[src/design/staae_pkg.sv]
package staae_pkg;

    // Default width of the saturating byte position counter.
    localparam int POSITION_BITS = 16;

    // Message and attribute layout.
    localparam int MSG_HEADER_BYTES = 20;
    localparam logic [15:0] ATTR_HEADER_BYTES = 16'd4;
    localparam logic [15:0] ADDR_VALUE_BYTES = 16'd8;
    localparam logic [7:0] FAMILY_IPV4 = 8'd1;

    // Reset value of the wanted attribute type register.
    localparam logic [15:0] WANTED_TYPE_RESET = 16'd1;

    // Parser phase.
    typedef enum logic [1:0] {
        PH_MSG_HDR  = 2'd0,
        PH_ATTR_HDR = 2'd1,
        PH_VALUE    = 2'd2,
        PH_DONE     = 2'd3
    } phase_t;

    // Result of one message.
    typedef struct packed {
        logic        found;
        logic [15:0] port;
        logic [31:0] addr;
    } result_t;

endpackage

[src/design/staae_parser.sv]
module staae_parser #(
    parameter int POSITION_BITS = staae_pkg::POSITION_BITS
) (
    input  logic                clk,
    input  logic                rst_n,
    input  logic                step,
    input  logic [7:0]          msg_byte,
    input  logic                msg_last,
    input  logic [15:0]         wanted_type,
    output staae_pkg::result_t  result
);

    localparam logic [POSITION_BITS-1:0] HDR_LAST_POS =
        POSITION_BITS'(staae_pkg::MSG_HEADER_BYTES - 1);

    staae_pkg::phase_t          phase_reg, phase_upd, phase_next;
    logic [POSITION_BITS-1:0]   pos_reg, pos_upd, pos_next;
    logic [23:0]                hdr_reg, hdr_upd, hdr_next;
    logic [15:0]                left_reg, left_upd, left_next;
    logic                       matched_reg, matched_upd, matched_next;
    logic                       found_reg, found_upd, found_next;
    logic [55:0]                capture_reg, capture_upd, capture_next;

    logic [31:0]                new_hdr;
    logic [15:0]                left_dec;
    logic [15:0]                attr_len;

    assign new_hdr  = {hdr_reg, msg_byte};
    assign attr_len = new_hdr[15:0];
    assign left_dec = (left_reg != 16'd0) ? (left_reg - 16'd1) : left_reg;

    // Next state for one byte, before the end-of-message clear.
    always_comb
    begin
        phase_upd   = phase_reg;
        pos_upd     = pos_reg;
        hdr_upd     = hdr_reg;
        left_upd    = left_reg;
        matched_upd = matched_reg;
        found_upd   = found_reg;
        capture_upd = capture_reg;
        case (phase_reg)
            staae_pkg::PH_MSG_HDR:
            begin
                if (pos_reg >= HDR_LAST_POS)
                begin
                    phase_upd = staae_pkg::PH_ATTR_HDR;
                    left_upd  = staae_pkg::ATTR_HEADER_BYTES;
                end
            end
            staae_pkg::PH_ATTR_HDR:
            begin
                hdr_upd  = new_hdr[23:0];
                left_upd = left_dec;
                if (left_dec == 16'd0)
                begin
                    matched_upd = (new_hdr[31:16] == wanted_type);
                    if (matched_upd && (attr_len != staae_pkg::ADDR_VALUE_BYTES))
                    begin
                        phase_upd = staae_pkg::PH_DONE;
                        found_upd = 1'b0;
                    end
                    else if (attr_len == 16'd0)
                    begin
                        phase_upd = staae_pkg::PH_ATTR_HDR;
                        left_upd  = staae_pkg::ATTR_HEADER_BYTES;
                    end
                    else
                    begin
                        phase_upd = staae_pkg::PH_VALUE;
                        left_upd  = attr_len;
                    end
                end
            end
            staae_pkg::PH_VALUE:
            begin
                if (matched_reg)
                begin
                    capture_upd = {capture_reg[47:0], msg_byte};
                end
                left_upd = left_dec;
                if (left_dec == 16'd0)
                begin
                    if (matched_reg)
                    begin
                        phase_upd = staae_pkg::PH_DONE;
                        found_upd = (capture_upd[55:48] == staae_pkg::FAMILY_IPV4);
                    end
                    else
                    begin
                        phase_upd = staae_pkg::PH_ATTR_HDR;
                        left_upd  = staae_pkg::ATTR_HEADER_BYTES;
                    end
                end
            end
            default:
            begin
                phase_upd = phase_reg;
            end
        endcase
        if (pos_reg != {POSITION_BITS{1'b1}})
        begin
            pos_upd = pos_reg + POSITION_BITS'(1);
        end
    end

    // The final byte of a message clears the walk state.
    always_comb
    begin
        phase_next   = phase_upd;
        pos_next     = pos_upd;
        hdr_next     = hdr_upd;
        left_next    = left_upd;
        matched_next = matched_upd;
        found_next   = found_upd;
        capture_next = capture_upd;
        if (msg_last)
        begin
            phase_next   = staae_pkg::PH_MSG_HDR;
            pos_next     = '0;
            left_next    = 16'd0;
            matched_next = 1'b0;
            found_next   = 1'b0;
        end
    end

    // Result as seen after this byte; only used on the final byte.
    always_comb
    begin
        result.found = (phase_upd == staae_pkg::PH_DONE) && found_upd;
        result.port  = result.found ? capture_upd[47:32] : 16'd0;
        result.addr  = result.found ? capture_upd[31:0] : 32'd0;
    end

    // Control state of the walk.
    always_ff @(posedge clk or negedge rst_n)
    begin
        if (!rst_n)
        begin
            phase_reg   <= staae_pkg::PH_MSG_HDR;
            pos_reg     <= '0;
            left_reg    <= 16'd0;
            matched_reg <= 1'b0;
            found_reg   <= 1'b0;
        end
        else if (step)
        begin
            phase_reg   <= phase_next;
            pos_reg     <= pos_next;
            left_reg    <= left_next;
            matched_reg <= matched_next;
            found_reg   <= found_next;
        end
    end

    // Header and value bytes; fully overwritten before use.
    always_ff @(posedge clk)
    begin
        if (step)
        begin
            hdr_reg     <= hdr_next;
            capture_reg <= capture_next;
        end
    end

endmodule

[src/design/stun_attribute_address_extract_top.sv]
// Channel  | Direction | Handshake           | Word
// ---------+-----------+---------------------+-----------------------------------
// input    | in        | in_valid / in_stall | message_byte, last_byte
// output   | out       | out_valid/out_stall | found, mapped_port, ipv4_address
// config   | in        | cfg_valid/cfg_ready | wanted_attribute_type
//
// One message byte is accepted every clock cycle while in_stall is low.
// After the final byte of a message is accepted, the result passes through the input
// register, then through the parser into the result register.
// Reset clears the walk state and sets the wanted type to 1.
// in_stall rises only when a final byte waits behind a stalled result word.
module stun_attribute_address_extract_top #(
    parameter int POSITION_BITS = staae_pkg::POSITION_BITS
) (
    input  logic        clk,
    input  logic        rst_n,
    input  logic        in_valid,
    output logic        in_stall,
    input  logic [7:0]  message_byte,
    input  logic        last_byte,
    output logic        out_valid,
    input  logic        out_stall,
    output logic        found,
    output logic [15:0] mapped_port,
    output logic [31:0] ipv4_address,
    input  logic        cfg_valid,
    output logic        cfg_ready,
    input  logic [15:0] wanted_attribute_type
);

    logic               s1_valid_reg, s1_valid_next;
    logic [7:0]         s1_byte_reg;
    logic               s1_last_reg;
    logic               out_valid_reg, out_valid_next;
    staae_pkg::result_t res_reg;
    staae_pkg::result_t parse_res;
    logic [15:0]        wanted_reg;
    logic               in_take;
    logic               out_free;
    logic               s1_adv;

    // Handshake control.
    assign out_free = !out_valid_reg || !out_stall;
    assign s1_adv   = s1_valid_reg && (!s1_last_reg || out_free);
    assign in_stall = s1_valid_reg && !s1_adv;
    assign in_take  = in_valid && !in_stall;
    assign cfg_ready = 1'b1;

    always_comb
    begin
        s1_valid_next = s1_valid_reg;
        if (in_take)
        begin
            s1_valid_next = 1'b1;
        end
        else if (s1_adv)
        begin
            s1_valid_next = 1'b0;
        end
        out_valid_next = out_valid_reg;
        if (s1_adv && s1_last_reg)
        begin
            out_valid_next = 1'b1;
        end
        else if (out_valid_reg && !out_stall)
        begin
            out_valid_next = 1'b0;
        end
    end

    // Valid flags and configuration register.
    always_ff @(posedge clk or negedge rst_n)
    begin
        if (!rst_n)
        begin
            s1_valid_reg  <= 1'b0;
            out_valid_reg <= 1'b0;
            wanted_reg    <= staae_pkg::WANTED_TYPE_RESET;
        end
        else
        begin
            s1_valid_reg  <= s1_valid_next;
            out_valid_reg <= out_valid_next;
            if (cfg_valid && cfg_ready)
            begin
                wanted_reg <= wanted_attribute_type;
            end
        end
    end

    // Input word register.
    always_ff @(posedge clk)
    begin
        if (in_take)
        begin
            s1_byte_reg <= message_byte;
            s1_last_reg <= last_byte;
        end
    end

    // Parser with its walk state.
    staae_parser #(
        .POSITION_BITS (POSITION_BITS)
    ) u_parser (
        .clk         (clk),
        .rst_n       (rst_n),
        .step        (s1_adv),
        .msg_byte    (s1_byte_reg),
        .msg_last    (s1_last_reg),
        .wanted_type (wanted_reg),
        .result      (parse_res)
    );

    // Result word register.
    always_ff @(posedge clk)
    begin
        if (s1_adv && s1_last_reg)
        begin
            res_reg <= parse_res;
        end
    end

    assign out_valid    = out_valid_reg;
    assign found        = res_reg.found;
    assign mapped_port  = res_reg.port;
    assign ipv4_address = res_reg.addr;

endmodule

[config.mk]
export PLATFORM = sky130hd
export DESIGN_NAME = stun_attribute_address_extract_top
export DESIGN_NICKNAME = d
export VERILOG_FILES = /design/src/design/staae_pkg.sv /design/src/design/staae_parser.sv /design/src/design/stun_attribute_address_extract_top.sv
export SDC_FILE = /design/constraint.sdc
export NUM_CORES = 1
export LEC_CHECK = 0
export CORE_MARGIN = 5
export CORE_UTILIZATION = 60
export DETAILED_ROUTE_END_ITERATION = 6
export DONT_BUFFER_PORTS = 1
export GPL_TIMING_DRIVEN = 0
export PLACE_DENSITY_LB_ADDON = 0.25
export SETUP_SLACK_MARGIN = 0.1
export SLEW_MARGIN = 20
export SYNTH_ARGS = -nofsm -noshare
export SYNTH_HDL_FRONTEND = slang
export SYNTH_SLANG_ARGS = --single-unit
[constraint.sdc]
create_clock -name clk -period 8 [get_ports clk]
set_input_delay 0.8 -clock clk [delete_from_list [all_inputs] [get_ports clk]]
set_output_delay 0.8 -clock clk [all_outputs]
set_load 0.02 [all_outputs]
==> results of run 1 <==
[layer usage]
| metal | up-vias | part of all wire, % | track usage [%] | wire (µm) |
|---|---|---|---|---|
| li1 | 2533 | - | - | - |
| met3 | 21 | 7.3 | 7.68 | 1290 |
| met1 | 2671 | 43 | 29.2 | 7710 |
| met5 | - | 0 | 0 | 0 |
| met2 | 163 | 48 | 35.1 | 8470 |
| met4 | 0 | 1.6 | 7.20 | 282 |
[power by group]
| group | internal, mW | switching [mW] |
|---|---|---|
| registers | 1.13 | 0.0659 |
| clock network | 0.441 | 0.383 |
| logic | 0.191 | 0.307 |
| total | 1.77 | 0.756 |
[cell families (layout without fill, tap and decap cells)]
| logic type | after synthesis | after routing | share of synthesized area, % |
|---|---|---|---|
| fa+ha+maj | 7 | 7 | 1.00 |
| other cells | 1 | 1 | 0.0428 |
| buf+inv | 54 | 88 | 2.64 |
| mux | 79 | 79 | 10.1 |
| simple gates | 218 | 218 | 13.5 |
| flops | 192 | 192 | 62.8 |
| compound gates | 98 | 98 | 7.55 |
| xor+xnor | 24 | 24 | 2.40 |
[path summary, 6_finish.rpt]
check / slack [ps] / cells past startpoint / to / from
setup / recovery: 3740 / 12 / u_parser.left_reg[6] / u_parser.left_reg[0]
hold / removal: 60 / 0 / u_parser.found_reg / rst_n
setup reg to reg: 3740 / 12 / u_parser.left_reg[6] / u_parser.left_reg[0]
hold reg to reg: 470 / 0 / u_parser.hdr_reg[21] / u_parser.hdr_reg[13]
max in group asynchronous: 7750 / 0 / wanted_reg[0] / rst_n
min in group clk: 460 / 0 / s1_byte_reg[3] / message_byte[3]
[area by class of cell]
type / count / area (µm²)
sequential: 192 / 5500
clock buffer: 18 / 429
multi-input combinational: 427 / 3030
inverter: 22 / 82.6
fill: 1052 / 4800
timing repair buffer: 3 / 62.6
clock inverter: 13 / 145
tap: 184 / 230
buffer: 32 / 153
[layout by cell type, fill, tap and decap left out, types with 4 or more instances in the layout]
cell type    n
inv_6        5
a31oi_1      4
edfxtp_1   138
nand4_1     15
a22oi_1      9
o21ai_0     30
nor2_1      34
nand3_1     10
mux2_2      71
a21oi_1     15
dfrtp_1     53
clkbuf_16   17
inv_1       21
clkbuf_1    20
and2_1      55
nor4_1      13
and3_1       8
nor3_1      14
xor2_1      20
nand2_1     42
mux2i_1      8
ha_1         7
xnor2_1      4
buf_2        6
[critical path, cell delays in order, from the launching register on]
cell and delay (ps):
dfrtp_1 430, inv_1 150, ha_1 160, nor4b_2 530, nand4_1 520, a31oi_1 430, o21a_1 210, nand4_1 150
buf_2 220, nor3b_1 800, buf_2 380, a32oi_1 80, nand2_1 120
[metrics by stage]
step / std cells / util, % / power [mW] / cell area [µm²]
floorplan: 673 / - / 1.58 / 8750
global placement: 857 / 62.3 / 1.69 / 8980
global route: 891 / 66.7 / 2.64 / 9630
detailed placement: 860 / 62.8 / 1.71 / 9050
CTS: 891 / 66.7 / 2.53 / 9630
finish: 891 / 66.7 / 2.52 / 9630
==> results.json, run 1 <==
{
  "yosysTopAreaCellShare_pct": 47.3,
  "drv_cap": 0,
  "grt_pass1_vias": 5421,
  "syn_avg_cell_area_um2": 13.0,
  "drtIter0Drc": 368,
  "clk_pin_slew_ps": 70,
  "synth-seq-cells": 192,
  "start_util_pct": 60.7,
  "num_rows": 44,
  "power_density_nw_per_um2": 262,
  "post-place-ws_ps": 3910,
  "slew_headroom_pct": 35.7,
  "dr_total_vias": 5388,
  "hold_viol": 0,
  "grt_start_max_net_pins": 58,
  "antenna_found_initial": 0,
  "synth_nets": 710,
  "first_pass_iters": 5,
  "path_max_fanout": 10,
  "cts_buffers": 17,
  "leakage_nw": 3.37,
  "grt_pass1_wl_mm": 28.9,
  "whs_ps": 60.7,
  "nets": 732,
  "post_cts_buffers": 0,
  "worst-endpoint-arrival_ps": 4610,
  "viasPerCell": 6.05,
  "ys_async_sr_fraction_pct": 28.1,
  "rsz0062_at_grt": "no",
  "fin_ws_ps": 3740,
  "yosysMostFrequentCell": "edfxtp_1",
  "status": "complete, no violations",
  "cts_buffer_depth": 2,
  "drive_above_1_share_pct": 18.0,
  "wirelength_mm": 17.8,
  "wire_per_inst_um": 19.9,
  "setup_viol": 0,
  "finClkSkew_ps": 11.7,
  "synth.largest_area_cell": "edfxtp_1",
  "detail-route-antenna-nets": 0,
  "ys_types": 67,
  "die_x_um": 131,
  "antenna_cells": 0,
  "tns_ps": 0,
  "dieArea_um2": 17100,
  "worstMarginPinSlew_ps": 962,
  "hp-class": "in2async",
  "critical_path_required_ps": 8360,
  "syn_to_final_growth_pct": 9.98,
  "synth_edf_count": 138,
  "yosysWarningCount": 0,
  "gr-total-overflow": 0,
  "min_period_ps": 4260,
  "fin_crit_sh_pct": 53.2,
  "grt_use_total_pct": 22.2,
  "synth_seq_area_share_pct": 62.8,
  "cts_resized": 0,
  "cts_tree": "done",
  "place.gp.congestion": 0.994,
  "port_buffers": 0,
  "largest_reg_flops": 56,
  "peakVddDrop_mv": 0.192,
  "critical_path_class": "reg2reg",
  "cts.root.buffer_cell": "clkbuf_16",
  "slew_viol_final": 0,
  "crit_path_end_kind": "flop",
  "io_pins": 82,
  "holdBufCountCts": 0,
  "netlist_top_cells_area": "edfxtp_1 47%, dfrtp_1 15%, mux2_2 9.1%, and2_1 3.9%, xor2_1 2.0%",
  "max_freq_mhz": 235,
  "synthCells": 673,
  "drcViolationCount": 0,
  "clock-sinks": 192,
  "ys_top_cells_by_count": "138 x edfxtp_1, 71 x mux2_2, 55 x and2_1",
  "synthFlopType": "edfxtp_1",
  "core_area_um2": 14400,
  "dp_hpwl_mm": 12.5,
  "cp-start-kind": "flop",
  "synth.cell_area_um2": 8750,
  "dieHeight_um": 131,
  "h-tree-depth": 4,
  "clk_latency_ps": 430
}
Note: power is estimated with default switching activity, not from simulation.
==> run 2: changes to the inputs <==
--- a/config.mk
+++ b/config.mk
@@ -5,8 +5,9 @@
 export SDC_FILE = /design/constraint.sdc
 export NUM_CORES = 1
 export LEC_CHECK = 0
+export ABC_AREA = 1
 export CORE_MARGIN = 5
-export CORE_UTILIZATION = 60
+export CORE_UTILIZATION = 58
 export DETAILED_ROUTE_END_ITERATION = 6
 export DONT_BUFFER_PORTS = 1
 export GPL_TIMING_DRIVEN = 0
==> constraint.sdc (replaced) <==
create_clock -name clk -period 3.45 [get_ports clk]
set_input_delay 0.345 -clock clk [delete_from_list [all_inputs] [get_ports clk]]
set_output_delay 0.345 -clock clk [all_outputs]
set_load 0.02 [all_outputs]
==> run 2 against run 1 <==
Net effect:
- via count is 21% higher
- die area is 8.9% higher
- clock-buffer cell count is 1 lower
- sequential share of layout area is 4.0 points lower
- global-route usage is 0.65 points lower
- critical path type unchanged
- highest routed layer unchanged
==> results.json, run 2 <==
{
  "largest_reg_flops": 56,
  "comb_power_share_pct": 9.5,
  "power_density_nw_per_um2": 508,
  "critical_path_required_ps": 3620,
  "rsz0062_at_grt": "no",
  "post_cts_buffers": 0,
  "grt_pass1_wl_mm": 31.1,
  "wire_per_inst_um": 15.2,
  "setup_viol": 0,
  "muxShareOfSynthArea_pct": 1.46,
  "crit_family": "simple AND/OR/NAND/NOR gates",
  "cts_buffers": 17,
  "crit_path_end_kind": "flop",
  "cts_buffer_depth": 2,
  "place.gp.congestion": 0.888,
  "synth_edf_count": 138,
  "reg2reg_depth": 19,
  "r2r_slack_ps": 440,
  "fin_ws_ps": 441,
  "syn_avg_cell_area_um2": 9.23,
  "crit_start": "u_parser.left_reg[0]",
  "hp-class": "in2reg",
  "antenna_cells": 0,
  "rr_startpoint": "u_parser.left_reg[0]",
  "cts_tree": "done",
  "worst-endpoint-arrival_ps": 3180,
  "wirelength_mm": 19.2,
  "slew_headroom_pct": 43.1,
  "start_util_pct": 58.8,
  "layout_commonest_cell": "nand2_1",
  "dieArea_um2": 18600,
  "netSwitchingFraction_pct": 26.3,
  "io_pins": 82,
  "layout_common_cells": "243 x nand2_1, 189 x inv_1, 138 x edfxtp_1",
  "first_pass_iters": 5,
  "synth_nets": 1042,
  "num_rows": 46,
  "leakage_nw": 4.71,
  "drtIter0Drc": 435,
  "synth.largest_area_cell": "edfxtp_1",
  "yosysWarningCount": 0,
  "die_x_um": 136,
  "slew_viol_final": 0,
  "min_from": "in_valid",
  "hold_viol": 0,
  "finClkSkew_ps": 14.4,
  "synth.cell_area_um2": 9280,
  "h-tree-depth": 4,
  "antenna_found_initial": 0,
  "power.share.sequential_pct": 51.4,
  "critical_path_class": "reg2reg",
  "synth_fa_ha_area_share_pct": 0.944,
  "worstMarginPinSlew_ps": 845,
  "synth-simple-area-share_pct": 21.1,
  "tns_ps": 0,
  "synthCells": 1005,
  "hold_path_depth": 2,
  "drive_above_1_share_pct": 9.63,
  "drv_cap": 0,
  "nets": 1073,
  "synthFlopType": "edfxtp_1",
  "detail-route-antenna-nets": 0,
  "synth_seq_area_share_pct": 59.3,
  "clkPwrFrac_pct": 39.1,
  "max_freq_mhz": 332,
  "clk_latency_ps": 440,
  "syn_to_final_growth_pct": 11.5,
  "ys_types": 39,
  "ys_top_cells_by_count": "243 x nand2_1, 190 x inv_1, 138 x edfxtp_1",
  "grt_start_max_net_pins": 56,
  "min_period_ps": 3010,
  "synth_xor_area_share_pct": 1.23,
  "slowest_delay_ps": 400,
  "switching_power_mw": 1.38,
  "synth_top_family_by_area": "simple AND/OR/NAND/NOR gates",
  "grt_use_total_pct": 21.6,
  "ys_async_sr_fraction_pct": 28.1,
  "peakVddDrop_mv": 0.440,
  "core_area_um2": 15800,
  "grt_pass1_vias": 6342,
  "synth-seq-cells": 192,
  "crit_buf_inv": 3,
  "dieHeight_um": 136,
  "cts.root.buffer_cell": "clkbuf_16",
  "viasPerCell": 5.17,
  "synth_compound_area_share_pct": 6.54,
  "fin_crit_sh_pct": 87.2,
  "drcViolationCount": 0,
  "cp-start-kind": "flop",
  "yosysMostFrequentCell": "nand2_1",
  "slowest_stage": "dfrtp_1",
  "crit_chain": "inv_1 > ha_2 > nand2_2 > nor2_2 > nand2_1 > nand3_1 > nand2_1 > nor2_2 > nand3b_4 > nor2_4 > nand2_2 > nand2_1 > nand2_1 > nand2_1 > nand2_2 > nand3_2 > buf_6 > buf_12 > nor2_4",
  "dr_total_vias": 6542,
  "intPower_mw": 3.88,
  "path_common_cell": "nand2_1",
  "timing.rr.end": "mapped_port[14]",
  "clock-sinks": 192,
  "min_to": "s1_valid_reg",
  "dp_hpwl_mm": 13.3,
  "yosysTopAreaCellShare_pct": 44.7,
  "gr-total-overflow": 0,
  "post-place-ws_ps": -259,
  "port_buffers": 0,
  "netlist_top_cells_area": "edfxtp_1 45%, dfrtp_1 14%, nand2_1 9.8%, inv_1 7.7%, o21ai_0 4.7%",
  "clk_pin_slew_ps": 70,
  "path_max_fanout": 10,
  "status": "complete, no violations"
}
-- run 2: changes by cell type after synthesis, moves of 13 or more --
cell     before  now
xor2_1       20    6
mux2_2       71   12
nor2_4        0   13
inv_1        22  190
nor2_1       35   99
o21ai_0      30   88
nand2_1      42  243
and2_1       55    0
nand3_1      10   35
-- run 2: what timing repair did --
item / in CTS / in global routing
gates resized for setup: 2 / 5
setup endpoints to repair: 4 / 4
hold buffers: 11 / 0
endpoints found under the hold margin: 63 / 0
gates cloned: 0 / 0
-- run 2: per-stage QoR --
stage | area [µm²] | util [%] | hold WS, ps | power (mW) | std cells
final | 10300 | 65.6 | 19.3 | 5.26 | 1265
after global routing | 10300 | 65.6 | 19.0 | 5.46 | 1265
after CTS | 10300 | 65.5 | 4.88 | 5.28 | 1265
after detailed placement | 9570 | 60.7 | 53.3 | 3.22 | 1222
after global placement | 9550 | 60.5 | 53.3 | 3.20 | 1221
after floorplan | 9280 | - | 49.4 | 3.09 | 1005
-- run 2: power groups by stage --
stage          clock (mW)  sequential, mW  combinational [mW]
6_report             2.05            2.70               0.501
5_1_grt              2.18            2.72               0.569
4_1_cts              2.08            2.70               0.500
3_5_place_dp            0            2.75               0.467
3_3_place_gp            0            2.75               0.449
2_1_floorplan           0            2.72               0.372
-- run 2: worst max-delay path by stage --
stage | to | slack (ps) | depth (start not counted)
final | mapped_port[14] | 440 | 19
after global routing | mapped_port[14] | 140 | 19
after CTS | u_parser.pos_reg[15] | 240 | 11
after detailed placement | u_parser.pos_reg[15] | -260 | 11
after global placement | u_parser.matched_reg | -650 | 8
after floorplan | u_parser.matched_reg | 420 | 8
-- run 2: metal layers --
| metal | vias to the layer above | GRT usage (%) | share of wire, % |
|---|---|---|---|
| met1 | 3075 | 28.8 | 44 |
| met5 | - | 0 | 0 |
| met2 | 184 | 35.0 | 48 |
| met4 | 0 | 6.38 | 1.4 |
| li1 | 3258 | - | - |
| met3 | 25 | 5.44 | 7.2 |
-- run 2: layout make-up --
type                            count  area, µm²
Tap cell                          216        270
Clock buffer                       17        425
Timing Repair Buffer               12        148
Inverter                          195        744
Fill cell                        1261       5430
Clock inverter                     15        196
Buffer                             26        139
Multi-Input combinational cell    592       2920
Sequential cell                   192       5500
-- run 2: logic make-up (layout without fill, tap and decap cells) --
kind of cell,Yosys count,after routing
muxes,12,12
and+or+nand+nor,443,443
xor gates and xnor gates,13,13
buffers and inverters,221,265
other,1,1
adders and majority gates,7,7
AOI/OAI and AO/OA,116,116
DFF,192,192
==> run 3: changes to the inputs <==
==> constraint.sdc (replaced) <==
create_clock -name clk -period 3.45 [get_ports clk]
set_input_delay 0.5175 -clock clk [delete_from_list [all_inputs] [get_ports clk]]
set_output_delay 0.5175 -clock clk [all_outputs]
set_load 0.02 [all_outputs]
==> run 3 against run 2 <==
Net effect:
- hold slack improved by 150 ps
- fmax barely moved
- largest cell class unchanged
- critical endpoint unchanged
- cell area fell by 0.87%
==> results.json, run 3 (synthesis gave the netlist of run 2 again) <==
{
  "status": "complete, no violations",
  "core_area_um2": 15800,
  "clock-sinks": 192,
  "clk_pin_slew_ps": 70,
  "critical_path_class": "reg2reg",
  "wire_per_inst_um": 15.1,
  "first_pass_iters": 5,
  "dp_hpwl_mm": 13.3,
  "num_rows": 46,
  "io_pins": 82,
  "crit_chain": "inv_1 > ha_2 > nand2_2 > nor2_2 > nand2_1 > nand3_1 > nand2_1 > nor2_2 > nand3b_4 > nor2_4 > nand2_2 > nand2_1 > nand2_1 > nand2_1 > nand2_2 > nand3_2 > buf_6 > buf_12 > nor2_4",
  "gr-total-overflow": 0,
  "antenna_cells": 0,
  "hp-class": "in2reg",
  "multi_input_area_um2": 2920,
  "h-tree-depth": 4,
  "final_core_util_pct": 65.0,
  "fill_cells": 1272,
  "max_freq_mhz": 332,
  "slew_headroom_pct": 42.8,
  "drive_above_1_share_pct": 9.71,
  "slowest_stage": "dfrtp_1",
  "post_dp_cell_area_um2": 9570,
  "die_x_um": 136,
  "cts_buffers": 17,
  "min_period_ps": 3010,
  "regArea_um2": 5500,
  "crit_path_end_kind": "flop",
  "peakVddDrop_mv": 0.435,
  "drcViolationCount": 0,
  "whs_ps": 174,
  "nets": 1064,
  "crit_buf_inv": 3,
  "syn_to_final_growth_pct": 10.5,
  "grt_pass1_wl_mm": 30.7,
  "grt_start_max_net_pins": 56,
  "worstMarginPinSlew_ps": 851,
  "place.gp.congestion": 0.888,
  "critical_path_required_ps": 3630,
  "leakage_nw": 4.67,
  "port_buffers": 0,
  "grt_use_total_pct": 21.3,
  "path_common_cell": "nand2_1",
  "dieArea_um2": 18600,
  "slew_viol_final": 0,
  "rsz0062_at_grt": "no",
  "path_max_fanout": 10,
  "cp-start-kind": "flop",
  "wirelength_mm": 19.0,
  "detail-route-antenna-nets": 0,
  "cts_buffer_depth": 2,
  "largest_reg_flops": 56,
  "start_util_pct": 58.8,
  "layout_commonest_cell": "nand2_1",
  "crit_family": "simple AND/OR/NAND/NOR gates",
  "antenna_found_initial": 0,
  "fin_crit_sh_pct": 87.2,
  "clk_latency_ps": 440,
  "dieHeight_um": 136,
  "viasPerCell": 5.16,
  "finClkSkew_ps": 12.4,
  "worst-endpoint-arrival_ps": 3190,
  "tns_ps": 0,
  "cts.root.buffer_cell": "clkbuf_16",
  "cts_tree": "done",
  "hold_viol": 0,
  "postLayoutCellArea_um2": 10300,
  "slowest_delay_ps": 400,
  "drtIter0Drc": 471,
  "layout_common_cells": "243 x nand2_1, 189 x inv_1, 138 x edfxtp_1",
  "grt_pass1_vias": 6268,
  "dr_total_vias": 6486,
  "setup_viol": 0,
  "drv_cap": 0,
  "power_mw": 5.25,
  "power_density_nw_per_um2": 512
}
## run 3: cell types whose count changed in the layout (fill, tap and decap cells not counted)
| cell | change |
|---|---|
| dlygate4sd3_1 | -9 |
## run 3: final timing paths
path	from	to	cells past startpoint	slack, ps
worst max register to register	u_parser.left_reg[0]	mapped_port[14]	19	440
max in group asynchronous	rst_n	wanted_reg[0]	2	2550
min in group asynchronous	rst_n	u_parser.left_reg[12]	2	620
worst max-delay path	u_parser.left_reg[0]	mapped_port[14]	19	440
worst min-delay path	message_byte[3]	s1_byte_reg[3]	0	170
worst min register to register	u_parser.hdr_reg[0]	u_parser.hdr_reg[8]	0	450
## run 3: worst reg2reg max path, cell delays in order (launching register included)
cell	delay (ps)
dfrtp_1	400
inv_1	190
ha_2	260
nand2_2	100
nor2_2	130
nand2_1	60
nand3_1	160
nand2_1	120
nor2_2	170
nand3b_4	110
nor2_4	170
nand2_2	90
nand2_1	100
nand2_1	70
nand2_1	70
nand2_2	60
nand3_2	120
buf_6	170
buf_12	180
nor2_4	50
## run 3: metrics by stage
step	setup WS [ps]	cells
after floorplan	408	1005
after global placement	-646	1221
after detailed placement	-259	1222
after CTS	238	1256
after global routing	136	1256
final	441	1256
## run 3: layout make-up
| cell class | instances | share of cell area, % |
|---|---|---|
| buffer | 26 | 1.35 |
| clock buffer | 17 | 4.15 |
| clock inverter | 15 | 1.92 |
| inverter | 195 | 7.26 |
| multi-input combinational | 592 | 28.5 |
| sequential | 192 | 53.6 |
| tap | 216 | 2.64 |
| timing repair buffer | 3 | 0.561 |
## run 3: power breakdown
group	total, mW	leakage [nW]	switching [mW]	internal [mW]
Clock	2.05	0.298	0.946	1.11
Combinational	0.492	2.38	0.326	0.165
Sequential	2.70	1.99	0.106	2.60
## run 3: what timing repair did
action	in CTS	in global routing
endpoints found under the hold margin	54	0
gates resized for setup	2	5
hold buffers	2	0
setup endpoints to repair	4	4
buffers inserted	0	0
## run 3: layer usage
layer  vias to the layer above  global-route usage (%)  routed length, µm
met5                         -                       0                  0
met3                        22                    5.63               1360
met1                      3048                    28.7               8420
met4                         0                    6.38                266
met2                       177                    34.1               8930
li1                       3239                       -                  -
